===== src/hdl/line_follow_pid_steering_core_defines.svh =====
// Assertion helpers for the steering core.
`ifndef LINE_FOLLOW_PID_STEERING_CORE_DEFINES_SVH
`define LINE_FOLLOW_PID_STEERING_CORE_DEFINES_SVH

// Same-cycle implication, checked while out of reset.
`define LFPS_ASSERT_NOW(lbl, ante, cons, msg) \
  lbl: assert property (@(posedge clk) disable iff (!rst_n) (ante) |-> (cons)) else $error(msg);

// Next-cycle implication, checked while out of reset.
`define LFPS_ASSERT_NEXT(lbl, ante, cons, msg) \
  lbl: assert property (@(posedge clk) disable iff (!rst_n) (ante) |=> (cons)) else $error(msg);

`endif


===== src/hdl/lfps_pkg.sv =====
package lfps_pkg;

  localparam int SUM_WIDTH_DEF = 16;
  localparam int PAT_W         = 5;
  localparam int ERR_W         = 4;
  localparam int SPEED_W       = 8;
  localparam int CFG_W         = 8;
  localparam int CFG_ADDR_W    = 3;
  localparam int IN_TDATA_W    = 8;
  localparam int OUT_TDATA_W   = 24;

  typedef enum logic [CFG_ADDR_W-1:0] {
    REG_GAIN_P     = 3'd0,
    REG_GAIN_I     = 3'd1,
    REG_GAIN_D     = 3'd2,
    REG_LEFT_BASE  = 3'd3,
    REG_RIGHT_BASE = 3'd4
  } cfg_reg_t;

  typedef struct packed {
    logic [CFG_W-1:0] gain_p;
    logic [CFG_W-1:0] gain_i;
    logic [CFG_W-1:0] gain_d;
    logic [CFG_W-1:0] left_base;
    logic [CFG_W-1:0] right_base;
  } cfg_t;

  // Sensor patterns, bit4 = leftmost sensor
  localparam logic [PAT_W-1:0] PAT_R4 = 5'b00001;
  localparam logic [PAT_W-1:0] PAT_R3 = 5'b00011;
  localparam logic [PAT_W-1:0] PAT_R2 = 5'b00010;
  localparam logic [PAT_W-1:0] PAT_R1 = 5'b00110;
  localparam logic [PAT_W-1:0] PAT_C0 = 5'b00100;
  localparam logic [PAT_W-1:0] PAT_L1 = 5'b01100;
  localparam logic [PAT_W-1:0] PAT_L2 = 5'b01000;
  localparam logic [PAT_W-1:0] PAT_L3 = 5'b11000;
  localparam logic [PAT_W-1:0] PAT_L4 = 5'b10000;

  function automatic logic signed [ERR_W-1:0] decode_pattern(
    input logic [PAT_W-1:0]        pat,
    input logic signed [ERR_W-1:0] keep
  );
    logic signed [ERR_W-1:0] e;
    unique case (pat)
      PAT_R4:  e = 4'sd4;
      PAT_R3:  e = 4'sd3;
      PAT_R2:  e = 4'sd2;
      PAT_R1:  e = 4'sd1;
      PAT_C0:  e = 4'sd0;
      PAT_L1:  e = -4'sd1;
      PAT_L2:  e = -4'sd2;
      PAT_L3:  e = -4'sd3;
      PAT_L4:  e = -4'sd4;
      default: e = keep;  // line lost or ambiguous: hold last error
    endcase
    return e;
  endfunction

endpackage


===== src/hdl/lfps_err_track.sv =====
module lfps_err_track #(
  parameter int SUM_WIDTH = lfps_pkg::SUM_WIDTH_DEF
) (
  input  logic                                 clk,
  input  logic                                 rst_n,
  input  logic                                 up_valid,
  output logic                                 up_ready,
  input  logic [lfps_pkg::PAT_W-1:0]           pattern,
  output logic                                 dn_valid,
  input  logic                                 dn_ready,
  output logic signed [lfps_pkg::ERR_W-1:0]    err,
  output logic signed [lfps_pkg::ERR_W:0]      deriv,
  output logic signed [SUM_WIDTH-1:0]          err_sum
);

  // err_r and sum_r double as the controller state: they only move when an item loads.
  logic                               vld_r;
  logic signed [lfps_pkg::ERR_W-1:0]  err_r;
  logic signed [lfps_pkg::ERR_W:0]    deriv_r;
  logic signed [SUM_WIDTH-1:0]        sum_r;

  logic signed [lfps_pkg::ERR_W-1:0]  err_nxt;
  logic signed [lfps_pkg::ERR_W:0]    deriv_nxt;
  logic signed [SUM_WIDTH:0]          sum_wide;
  logic signed [SUM_WIDTH-1:0]        sum_nxt;

  assign up_ready = !vld_r || dn_ready;

  always_comb begin
    err_nxt   = lfps_pkg::decode_pattern(pattern, err_r);
    deriv_nxt = {err_nxt[lfps_pkg::ERR_W-1], err_nxt} - {err_r[lfps_pkg::ERR_W-1], err_r};
    sum_wide  = {sum_r[SUM_WIDTH-1], sum_r}
              + {{(SUM_WIDTH+1-lfps_pkg::ERR_W){err_nxt[lfps_pkg::ERR_W-1]}}, err_nxt};
    // overflow when the two top bits disagree; saturate toward the true sign
    if (sum_wide[SUM_WIDTH] != sum_wide[SUM_WIDTH-1]) begin
      sum_nxt = {sum_wide[SUM_WIDTH], {(SUM_WIDTH-1){!sum_wide[SUM_WIDTH]}}};
    end else begin
      sum_nxt = sum_wide[SUM_WIDTH-1:0];
    end
  end

  always_ff @(posedge clk) begin
    if (!rst_n) begin
      vld_r   <= 1'b0;
      err_r   <= '0;
      deriv_r <= '0;
      sum_r   <= '0;
    end else if (up_ready) begin
      vld_r <= up_valid;
      if (up_valid) begin
        err_r   <= err_nxt;
        deriv_r <= deriv_nxt;
        sum_r   <= sum_nxt;
      end
    end
  end

  assign dn_valid = vld_r;
  assign err      = err_r;
  assign deriv    = deriv_r;
  assign err_sum  = sum_r;

endmodule


===== src/hdl/lfps_pid_mul.sv =====
module lfps_pid_mul #(
  parameter int SUM_WIDTH = lfps_pkg::SUM_WIDTH_DEF
) (
  input  logic                                  clk,
  input  logic                                  rst_n,
  input  lfps_pkg::cfg_t                        cfg,
  input  logic                                  up_valid,
  output logic                                  up_ready,
  input  logic signed [lfps_pkg::ERR_W-1:0]     err,
  input  logic signed [lfps_pkg::ERR_W:0]       deriv,
  input  logic signed [SUM_WIDTH-1:0]           err_sum,
  output logic                                  dn_valid,
  input  logic                                  dn_ready,
  output logic signed [lfps_pkg::ERR_W+8:0]     p_prod,
  output logic signed [SUM_WIDTH+8:0]           i_prod,
  output logic signed [lfps_pkg::ERR_W+9:0]     d_prod,
  output logic signed [lfps_pkg::ERR_W-1:0]     err_out
);

  localparam int PW_P = lfps_pkg::ERR_W + 9;
  localparam int PW_I = SUM_WIDTH + 9;
  localparam int PW_D = lfps_pkg::ERR_W + 10;

  logic                               vld_r;
  logic signed [lfps_pkg::ERR_W+8:0]  p_r;
  logic signed [SUM_WIDTH+8:0]        i_r;
  logic signed [lfps_pkg::ERR_W+9:0]  d_r;
  logic signed [lfps_pkg::ERR_W-1:0]  err_r;

  logic signed [lfps_pkg::ERR_W+8:0]  p_nxt;
  logic signed [SUM_WIDTH+8:0]        i_nxt;
  logic signed [lfps_pkg::ERR_W+9:0]  d_nxt;

  assign up_ready = !vld_r || dn_ready;

  // gains are unsigned: a zero bit on top makes them signed operands
  assign p_nxt = PW_P'($signed({1'b0, cfg.gain_p})) * PW_P'(err);
  assign i_nxt = PW_I'($signed({1'b0, cfg.gain_i})) * PW_I'(err_sum);
  assign d_nxt = PW_D'($signed({1'b0, cfg.gain_d})) * PW_D'(deriv);

  always_ff @(posedge clk) begin
    if (!rst_n) begin
      vld_r <= 1'b0;
    end else if (up_ready) begin
      vld_r <= up_valid;
    end
  end

  always_ff @(posedge clk) begin
    if (up_ready && up_valid) begin
      p_r   <= p_nxt;
      i_r   <= i_nxt;
      d_r   <= d_nxt;
      err_r <= err;
    end
  end

  assign dn_valid = vld_r;
  assign p_prod   = p_r;
  assign i_prod   = i_r;
  assign d_prod   = d_r;
  assign err_out  = err_r;

endmodule


===== src/hdl/lfps_speed_out.sv =====
module lfps_speed_out #(
  parameter int SUM_WIDTH = lfps_pkg::SUM_WIDTH_DEF
) (
  input  logic                                  clk,
  input  logic                                  rst_n,
  input  lfps_pkg::cfg_t                        cfg,
  input  logic                                  up_valid,
  output logic                                  up_ready,
  input  logic signed [lfps_pkg::ERR_W+8:0]     p_prod,
  input  logic signed [SUM_WIDTH+8:0]           i_prod,
  input  logic signed [lfps_pkg::ERR_W+9:0]     d_prod,
  input  logic signed [lfps_pkg::ERR_W-1:0]     err,
  output logic                                  out_valid,
  input  logic                                  out_ready,
  output logic [lfps_pkg::SPEED_W-1:0]          left_speed,
  output logic [lfps_pkg::SPEED_W-1:0]          right_speed,
  output logic signed [lfps_pkg::ERR_W-1:0]     position_error
);

  localparam int PW = SUM_WIDTH + 11;
  localparam int SW = lfps_pkg::SPEED_W;

  logic                               vld_r;
  logic [SW-1:0]                      left_r;
  logic [SW-1:0]                      right_r;
  logic signed [lfps_pkg::ERR_W-1:0]  err_r;

  logic signed [PW-1:0]  pid;
  logic signed [PW:0]    lsum;
  logic signed [PW:0]    rdiff;
  logic [SW-1:0]         left_nxt;
  logic [SW-1:0]         right_nxt;

  assign up_ready = !vld_r || out_ready;

  always_comb begin
    pid   = PW'(p_prod) + PW'(i_prod) + PW'(d_prod);
    lsum  = $signed({{(PW+1-SW){1'b0}}, cfg.left_base}) + (PW+1)'(pid);
    rdiff = $signed({{(PW+1-SW){1'b0}}, cfg.right_base}) - (PW+1)'(pid);
    // left: clamp to 0..base; at or above base only when pid is non-negative
    if (!pid[PW-1]) begin
      left_nxt = cfg.left_base;
    end else if (lsum[PW]) begin
      left_nxt = '0;
    end else begin
      left_nxt = lsum[SW-1:0];
    end
    if (pid[PW-1] || (pid == '0)) begin
      right_nxt = cfg.right_base;
    end else if (rdiff[PW]) begin
      right_nxt = '0;
    end else begin
      right_nxt = rdiff[SW-1:0];
    end
  end

  always_ff @(posedge clk) begin
    if (!rst_n) begin
      vld_r <= 1'b0;
    end else if (up_ready) begin
      vld_r <= up_valid;
    end
  end

  always_ff @(posedge clk) begin
    if (up_ready && up_valid) begin
      left_r  <= left_nxt;
      right_r <= right_nxt;
      err_r   <= err;
    end
  end

  assign out_valid      = vld_r;
  assign left_speed     = left_r;
  assign right_speed    = right_r;
  assign position_error = err_r;

endmodule


===== src/hdl/line_follow_pid_steering_core.sv =====
// Five-sensor line follower PID steering. Takes one transfer per cycle at full rate while
// the output is not stalled, and returns one result per sample through the input register,
// error/integral stage, product stage and sum-and-clamp output register. The full rate
// is set by the error and saturating-integral registers, which are read and
// rewritten in the same cycle for every sample. Backpressure is absorbed stage by
// stage, so a stalled output only stops the input once every stage holds an item.
// Registers: 0 gain_p, 1 gain_i, 2 gain_d, 3 left base speed, 4 right base speed;
// other indexes are ignored. Write them only while no samples are in flight.
`include "line_follow_pid_steering_core_defines.svh"

module line_follow_pid_steering_core #(
  parameter int SUM_WIDTH = lfps_pkg::SUM_WIDTH_DEF
) (
  input  logic                                clk,
  input  logic                                rst_n,
  input  logic                                in_tvalid,
  output logic                                in_tready,
  input  logic [lfps_pkg::IN_TDATA_W-1:0]     in_tdata,   // [4:0] sensor_pattern
  output logic                                out_tvalid,
  input  logic                                out_tready,
  // [7:0] left_speed, [15:8] right_speed, [19:16] position_error
  output logic [lfps_pkg::OUT_TDATA_W-1:0]    out_tdata,
  input  logic                                cfg_we,
  input  logic [lfps_pkg::CFG_ADDR_W-1:0]     cfg_addr,
  input  logic [lfps_pkg::CFG_W-1:0]          cfg_wdata
);

  localparam int EW = lfps_pkg::ERR_W;

  lfps_pkg::cfg_t cfg_r;

  logic                      v0_r;
  logic [lfps_pkg::PAT_W-1:0] pat_r;

  logic                      s1_ready;
  logic                      s1_valid;
  logic signed [EW-1:0]      s1_err;
  logic signed [EW:0]        s1_deriv;
  logic signed [SUM_WIDTH-1:0] s1_sum;

  logic                      s2_ready;
  logic                      s2_valid;
  logic signed [EW+8:0]      s2_p;
  logic signed [SUM_WIDTH+8:0] s2_i;
  logic signed [EW+9:0]      s2_d;
  logic signed [EW-1:0]      s2_err;

  logic                      s3_ready;
  logic [lfps_pkg::SPEED_W-1:0] left_speed;
  logic [lfps_pkg::SPEED_W-1:0] right_speed;
  logic signed [EW-1:0]      position_error;

  logic                      s1_load;
  logic signed [EW:0]        s1_err_ext;

  always_ff @(posedge clk) begin
    if (!rst_n) begin
      cfg_r <= '0;
    end else if (cfg_we) begin
      unique case (cfg_addr)
        lfps_pkg::REG_GAIN_P:     cfg_r.gain_p     <= cfg_wdata;
        lfps_pkg::REG_GAIN_I:     cfg_r.gain_i     <= cfg_wdata;
        lfps_pkg::REG_GAIN_D:     cfg_r.gain_d     <= cfg_wdata;
        lfps_pkg::REG_LEFT_BASE:  cfg_r.left_base  <= cfg_wdata;
        lfps_pkg::REG_RIGHT_BASE: cfg_r.right_base <= cfg_wdata;
        default: ;
      endcase
    end
  end

  // input register
  assign in_tready = !v0_r || s1_ready;

  always_ff @(posedge clk) begin
    if (!rst_n) begin
      v0_r <= 1'b0;
    end else if (in_tready) begin
      v0_r <= in_tvalid;
    end
  end

  always_ff @(posedge clk) begin
    if (in_tready && in_tvalid) begin
      pat_r <= in_tdata[lfps_pkg::PAT_W-1:0];
    end
  end

  lfps_err_track #(.SUM_WIDTH(SUM_WIDTH)) u_err (
    .clk      (clk),
    .rst_n    (rst_n),
    .up_valid (v0_r),
    .up_ready (s1_ready),
    .pattern  (pat_r),
    .dn_valid (s1_valid),
    .dn_ready (s2_ready),
    .err      (s1_err),
    .deriv    (s1_deriv),
    .err_sum  (s1_sum)
  );

  lfps_pid_mul #(.SUM_WIDTH(SUM_WIDTH)) u_mul (
    .clk      (clk),
    .rst_n    (rst_n),
    .cfg      (cfg_r),
    .up_valid (s1_valid),
    .up_ready (s2_ready),
    .err      (s1_err),
    .deriv    (s1_deriv),
    .err_sum  (s1_sum),
    .dn_valid (s2_valid),
    .dn_ready (s3_ready),
    .p_prod   (s2_p),
    .i_prod   (s2_i),
    .d_prod   (s2_d),
    .err_out  (s2_err)
  );

  lfps_speed_out #(.SUM_WIDTH(SUM_WIDTH)) u_out (
    .clk            (clk),
    .rst_n          (rst_n),
    .cfg            (cfg_r),
    .up_valid       (s2_valid),
    .up_ready       (s3_ready),
    .p_prod         (s2_p),
    .i_prod         (s2_i),
    .d_prod         (s2_d),
    .err            (s2_err),
    .out_valid      (out_tvalid),
    .out_ready      (out_tready),
    .left_speed     (left_speed),
    .right_speed    (right_speed),
    .position_error (position_error)
  );

  assign out_tdata = {4'b0000, position_error, right_speed, left_speed};

  assign s1_load    = v0_r && s1_ready;
  assign s1_err_ext = {s1_err[EW-1], s1_err};

  `LFPS_ASSERT_NOW(a_err_range, out_tvalid, (position_error >= -4'sd4) && (position_error <= 4'sd4), "position error out of range")
  `LFPS_ASSERT_NEXT(a_deriv_chain, s1_load, s1_deriv == s1_err_ext - $past(s1_err_ext), "derivative not against previous error")
  `LFPS_ASSERT_NOW(a_no_bubble_stall, !in_tready, out_tvalid && !out_tready, "input stalled without output backpressure")

endmodule

===== config.mk =====
export PLATFORM = sky130hd
export DESIGN_NAME = line_follow_pid_steering_core
export DESIGN_NICKNAME = d
export VERILOG_FILES = /design/src/hdl/lfps_pkg.sv /design/src/hdl/lfps_err_track.sv /design/src/hdl/lfps_pid_mul.sv /design/src/hdl/lfps_speed_out.sv /design/src/hdl/line_follow_pid_steering_core.sv
export VERILOG_INCLUDE_DIRS = /design/src /design/src/hdl
export SDC_FILE = /design/constraint.sdc
export NUM_CORES = 1
export LEC_CHECK = 0
export BUFFER_PORTS_ARGS = -buffer_cell sky130_fd_sc_hd__buf_2
export CAP_MARGIN = 40
export CORE_ASPECT_RATIO = 1.1
export CORE_UTILIZATION = 59
export DETAILED_ROUTE_END_ITERATION = 10
export GPL_ROUTABILITY_DRIVEN = 0
export GPL_TIMING_DRIVEN = 0
export PLACE_DENSITY = 0.79
export SYNTH_ARGS = -nofsm -noshare
export SYNTH_HDL_FRONTEND = slang
export SYNTH_SLANG_ARGS = --single-unit

===== constraint.sdc =====
create_clock -name clk -period 5.2 [get_ports clk]
set_clock_uncertainty 0.1 [all_clocks]
set_input_delay 0.78 -clock clk [delete_from_list [all_inputs] [get_ports clk]]
set_output_delay 0.78 -clock clk [all_outputs]
set_load 0.02 [all_outputs]

* Word-level counts from Yosys, hierarchy flattened
Index checks and enable logic that the tools add are counted.
** Word-level totals
- Flip-flop bits (word level) :: 150
- Output and inout bits :: 26
- Input bits :: 24
- Logic and storage cells :: 70
** Cells by class
- Eq/ne operators :: 14
- Add/sub/neg operators :: 6
- Multiplexer cells :: 6
- Reductions and logical operators :: 21
- Multipliers :: 3
** Operator list (number)
- 4-bit one-hot mux with 9 select lines :: 1
- 8-bit 2-to-1 mux :: 4
- 9-bit by 27-bit adder with 28-bit output :: 1
- 9-bit by 27-bit subtractor with 28-bit output :: 1
- 26-bit by 14-bit adder with 27-bit output :: 1
- 27-bit logical NOT :: 1
- 13-bit by 25-bit adder with 26-bit output :: 1
- 9-bit by 16-bit multiplier with 25-bit output :: 1
- 16-bit by 4-bit adder with 17-bit output :: 1
- 16-bit 2-to-1 mux :: 1
- 9-bit by 5-bit multiplier with 14-bit output :: 1
- 9-bit by 4-bit multiplier with 13-bit output :: 1
- 2-bit AND reduction :: 6
- 5-bit by 2-bit equality test with 1-bit output (second input constant) :: 2
- 5-bit by 3-bit equality test with 1-bit output (second input constant) :: 2
- 5-bit by 4-bit equality test with 1-bit output (second input constant) :: 2
- 5-bit equality test (second input constant) :: 2
- 3-bit by 2-bit equality test with 1-bit output (second input constant) :: 2
- 5-bit by 1-bit equality test with 1-bit output (second input constant) :: 1
- 1-bit logical NOT :: 5
- 1-bit logical OR :: 5
- 4-bit by 4-bit subtractor with 5-bit output :: 1
- 3-bit by 1-bit equality test with 1-bit output (second input constant) :: 1
- 3-bit equality test (second input constant) :: 1
- 3 further kinds :: 5

* Depth between registers and ports, before layout
- Depth after elaboration :: 6
- Gate-level depth with buffers :: 21
- Depth with buffers taken out :: 19

* Hierarchy
From an unflattened synthesis, not the netlist that was laid out.
** Second synthesis, totals
- Cell total of the unflattened synthesis :: 1752
- Area, all modules :: 16372.0 sq um
** Modules (own cells, without submodules)
- lfps_pid_mul :: times used 1, cells each 907, seq. area each 1701.6 sq um, area an instance 8773.4 sq um
- lfps_speed_out :: times used 1, cells each 417, seq. area each 620.6 sq um, area an instance 3733.6 sq um
- lfps_err_track :: times used 1, cells each 270, seq. area each 520.5 sq um, area an instance 2150.8 sq um
- line_follow_pid_steering_core :: times used 1, cells each 158, seq. area each 970.9 sq um, area an instance 1714.1 sq um

* Worst setup path before layout
OpenSTA, ideal clock, no wires.
- Path type :: in2reg
- Start point :: input port out_tready
- End point :: register u_mul.d_r, in the netlist u_mul.d_prod[0] (enable)
- Data required time :: 4544 ps
- Library setup time :: 556 ps
- Arrival :: 4950 ps
- Stages on the path :: 2
- Path slack :: -405 ps
- Buffers on the path :: 0
- Path through :: nor2b_1 -> a21boi_0
** Between the ends
- Cells in the longest elaborated chain, start to end :: 3
** RTL lines
- start: declaration :: RTL line line_follow_pid_steering_core.sv:20 : input logic out_tready,
- 1-bit logical OR :: RTL line lfps_speed_out.sv:34 : assign up_ready = !vld_r || out_ready;
- 1-bit logical OR :: RTL line lfps_pid_mul.sv:34 : assign up_ready = !vld_r || dn_ready;
- 1-bit logical AND :: RTL line lfps_pid_mul.sv:50 : if (up_ready && up_valid) begin
- end signal: assignment :: RTL line lfps_pid_mul.sv:53 : d_r <= d_nxt;
- end: declaration :: RTL line lfps_pid_mul.sv:27 : logic signed [lfps_pkg::ERR_W+9:0] d_r;
No other way between the ends.
A chain may end at the register's enable or synchronous reset.

* Worst setup path after layout
- Start point :: register cfg_r[28] (netlist name)
- End point :: register u_mul.i_r[23] (netlist: u_mul.i_prod[23]) (data pin)
** Between the ends
- Cells in the longest elaborated chain, start to end :: 1
** RTL lines
- start: declaration :: RTL line line_follow_pid_steering_core.sv:30 : lfps_pkg::cfg_t cfg_r;
- 9-bit by 16-bit multiplier with 25-bit output :: RTL line lfps_pid_mul.sv:38 : assign i_nxt = PW_I'($signed({1'b0, cfg.gain_i})) * PW_I'(err_sum);
- named net u_mul.i_nxt[23] :: RTL line lfps_pid_mul.sv:31 : logic signed [SUM_WIDTH+8:0] i_nxt;
- end signal: assignment :: RTL line lfps_pid_mul.sv:52 : i_r <= i_nxt;
- end: declaration :: RTL line lfps_pid_mul.sv:26 : logic signed [SUM_WIDTH+8:0] i_r;
The timed path passes the listed nets, and every way through them passes these cells.

==> key figures <==
Yosys
  • Most common cell in the netlist: inv_1
  • Synth Instances: 1773
  • Register area share after synthesis: 23.75%
  • Area leader, netlist: fa_1
  • Yosys warnings: 0
  • Ys async rst share: 0%
  • Top-area cell type share of the netlist area: 20.44%
  • Mean Syn Cell Area: 9.058 um^2
  • Cell variety after synth: 78
  • Post-synth EDFFs: 81
  • Synthesized cell area: 16060 um^2
  • Top cells by area, synth: fa_1 20%, edfxtp_1 15%, ha_1 13%
  • Commonest cells in the netlist: 270 x inv_1, 192 x nand2_1, 164 x fa_1, 164 x ha_1, 118 x a21oi_1
  • Main synth FF type: edfxtp_1
  • #FFs+latches synth: 150

Clocking
  • Htree depth: 4
  • Hold_buf cts: 0
  • Max clock buf depth: 2
  • Reg clk slew, reported paths: 0.09 ns
  • CTS Buf Count: 17
  • Clock Sinks: 150
  • TritonCTS clock tree: built
  • Worst skew pair latency: 0.45 ns
  • Clock Tree Root: clkbuf_16

Placement
  • Port bufs: 42
  • Place WS: -0.8000 ns
  • Hpwl dp: 28590 um

Floorplan
  • I/O pin cnt: 50
  • Core area: 26450 um^2
  • Num rows: 62
  • Die area: 27880 um^2
  • Die height: 175.0 um
  • Die Width: 159.3 um
  • Starting Density: 60.71%

Setup path
  • Worst Setup End Kind: flip-flop
  • Family with the most delay on the worst path: adder cells
  • Worst stage delay on the critical path: 0.54 ns
  • CP Cell Sequence: buf_6 -> nand2_1 -> fa_1 -> fa_1 -> inv_1 -> fa_1 -> inv_1 -> fa_1 -> inv_1 -> ha_1 -> o21ai_1 -> nor2_2 -> o41ai_4 -> buf_4 -> o311ai_4 -> o221ai_2 -> o21ai_2 -> o211ai_1 -> xnor2_1
  • CP max stage cell: fa_1
  • WP buf/inv: 5
  • Nature of the critical path startpoint: flip-flop
  • Crit path max fanout: 10
  • Top cell by count, worst path: fa_1
  • Worst EP arrival: 5.10 ns
  • Critical path class: flip-flop to flip-flop
  • Worst endpoint required time: 5.28 ns

Power and ir drop
  • Lkg Pwr: 8.241 nW
  • Total design power: 0.003546 W
  • P per Cell Area: 201.0 nW/um^2
  • IR drop worst, VDD: 0.1944 mV

Routing
  • Initial drt markers: 678
  • Detail Route Antenna Nets: 0
  • First-pass DRT Iterations: 5
  • Vias per Instance: 5.719
  • Final wirelength: 35900 um
  • WL/cell: 16.28 um
  • Via count: 12610
  • Residual DRC count: 0

Cells and area
  • P&R area growth vs syn: 9.848%
  • Fraction of layout instances using a drive strength above 1: 8.041%
  • Ant diodes: 0
  • Core Util, Final: 66.69%
  • Nets: 2192
  • Fillcell total: 2022

Global route
  • First-pass GRT wire length: 60260 um
  • Vias in the first global route: 12790
  • Antenna violations before repair: 0
  • GRT Resource Usage Total: 26.83%
  • Total gr overflow: 0
  • Pin count of the biggest net entering global routing: 31

Worst hold path
  • Hold Crit Class: flip-flop to flip-flop

Timing
  • # setup viols final: 0
  • Period minus WS final: 5.022 ns
  • Period utilization: 96.58%
  • Worst-Margin Slew: 0.6489 ns
  • Final hold vios: 0
  • WHS: 0.3291 ns
  • Slew HR: 56.74%
  • Max Slew Vio Count: 0
  • Setup WS post-layout: 0.1777 ns
  • Achievable Freq: 0.1991 GHz
  • Setup TNS: 0 ns

Run
  • Max_cap viols: 0

Outcome
  • Outcome: finished clean
final cells by class:
cell class / count / area, um^2 / share of cell area [%]
Buffer: 50 / 261.5 / 1.482
Sequential cell: 150 / 3852 / 21.84
Multi-Input combinational cell: 1300 / 11130 / 63.09
Clock buffer: 17 / 425.4 / 2.412
Timing Repair Buffer: 50 / 320.3 / 1.816
Tap cell: 352 / 440.4 / 2.497
Clock inverter: 15 / 193.9 / 1.099
Inverter: 271 / 1017 / 5.766
per-layer routing:
metal	vias to the layer above	GRT usage [%]	wire [um]
met3	71	3.014	1480
met4	0	11.42	1373
met2	331	48.43	18140
met1	6136	32.42	14910
met5	-	0	0
li1	6072	-	-
through the flow:
| step | cell area [um^2] | std cells |
|---|---|---|
| after detailed placement | 16790 | 2173 |
| after global placement | 16720 | 2170 |
| final | 17640 | 2205 |
| after global routing | 17640 | 2205 |
| after floorplan | 16070 | 1776 |
| after CTS | 17450 | 2200 |
repair_timing:
item                       CTS  global route
setup endpoints to repair   27            24
hold endpoints to repair     0             0
pin swaps                    0             8
setup buffers                0             4
gates resized for setup     24            59
gates cloned                 0             0
placed cells by master, fill, tap and decap left out, types with 10 or more instances in the layout:
cell type and instances:
a21oi_1 118, clkbuf_16 18, mux2i_1 13, or3_1 12
nand3_1 19, inv_1 270, o21a_1 13, nor2b_1 18
a22o_1 18, and3_1 10, fa_1 164, and2_1 105
nor2_1 90, xor2_1 13, o21ai_0 69, nand2_1 191
dfxtp_1 50, ha_1 163, dfxtp_2 13, edfxtp_1 81
xnor2_1 55, nand2b_1 23, a211oi_1 16, nor3_1 26
a21o_1 16, buf_2 43, clkbuf_1 33
kinds of logic (layout without fill, tap and decap cells):
group / count (synthesis) / count (layout) / share of synthesized area (%)
and+or+nand+nor: 531 / 531 / 16.23
AOI/OAI and AO/OA: 354 / 354 / 14.41
adders and majority gates: 328 / 328 / 33.22
buffers and inverters: 326 / 403 / 7.713
DFF: 150 / 150 / 23.75
xor gates and xnor gates: 68 / 68 / 3.709
muxes: 15 / 15 / 0.9505
other: 1 / 4 / 0.02335
registers in the layout, summed over array words and instances, names as in the netlist, 5 cells and up:
signal,count
u_err.err_sum,16
u_mul.p_prod,13
u_mul.i_prod,25
u_err.deriv,5
u_out.right_speed,8
u_mul.d_prod,14
cfg_r,40
pat_r,5
u_out.left_speed,8
path summary, 6_finish.rpt:
kind,startpoint,end,slack (ns),cells past startpoint
worst min register to register,u_mul.err_out[0],u_out.position_error[0],0.33,0
worst max register to register,cfg_r[28],u_mul.i_prod[23],0.18,19
worst min-delay path,u_mul.err_out[0],u_out.position_error[0],0.33,0
worst max-delay path,cfg_r[28],u_mul.i_prod[23],0.18,19
power by group:
group          internal (W)  total (W)  switching, W
clock              0.000658    0.00128      0.000621
combinational      0.000360   0.000916      0.000556
sequential          0.00129    0.00135     0.0000600
No activity file was read; power rests on OpenSTA's default activity.
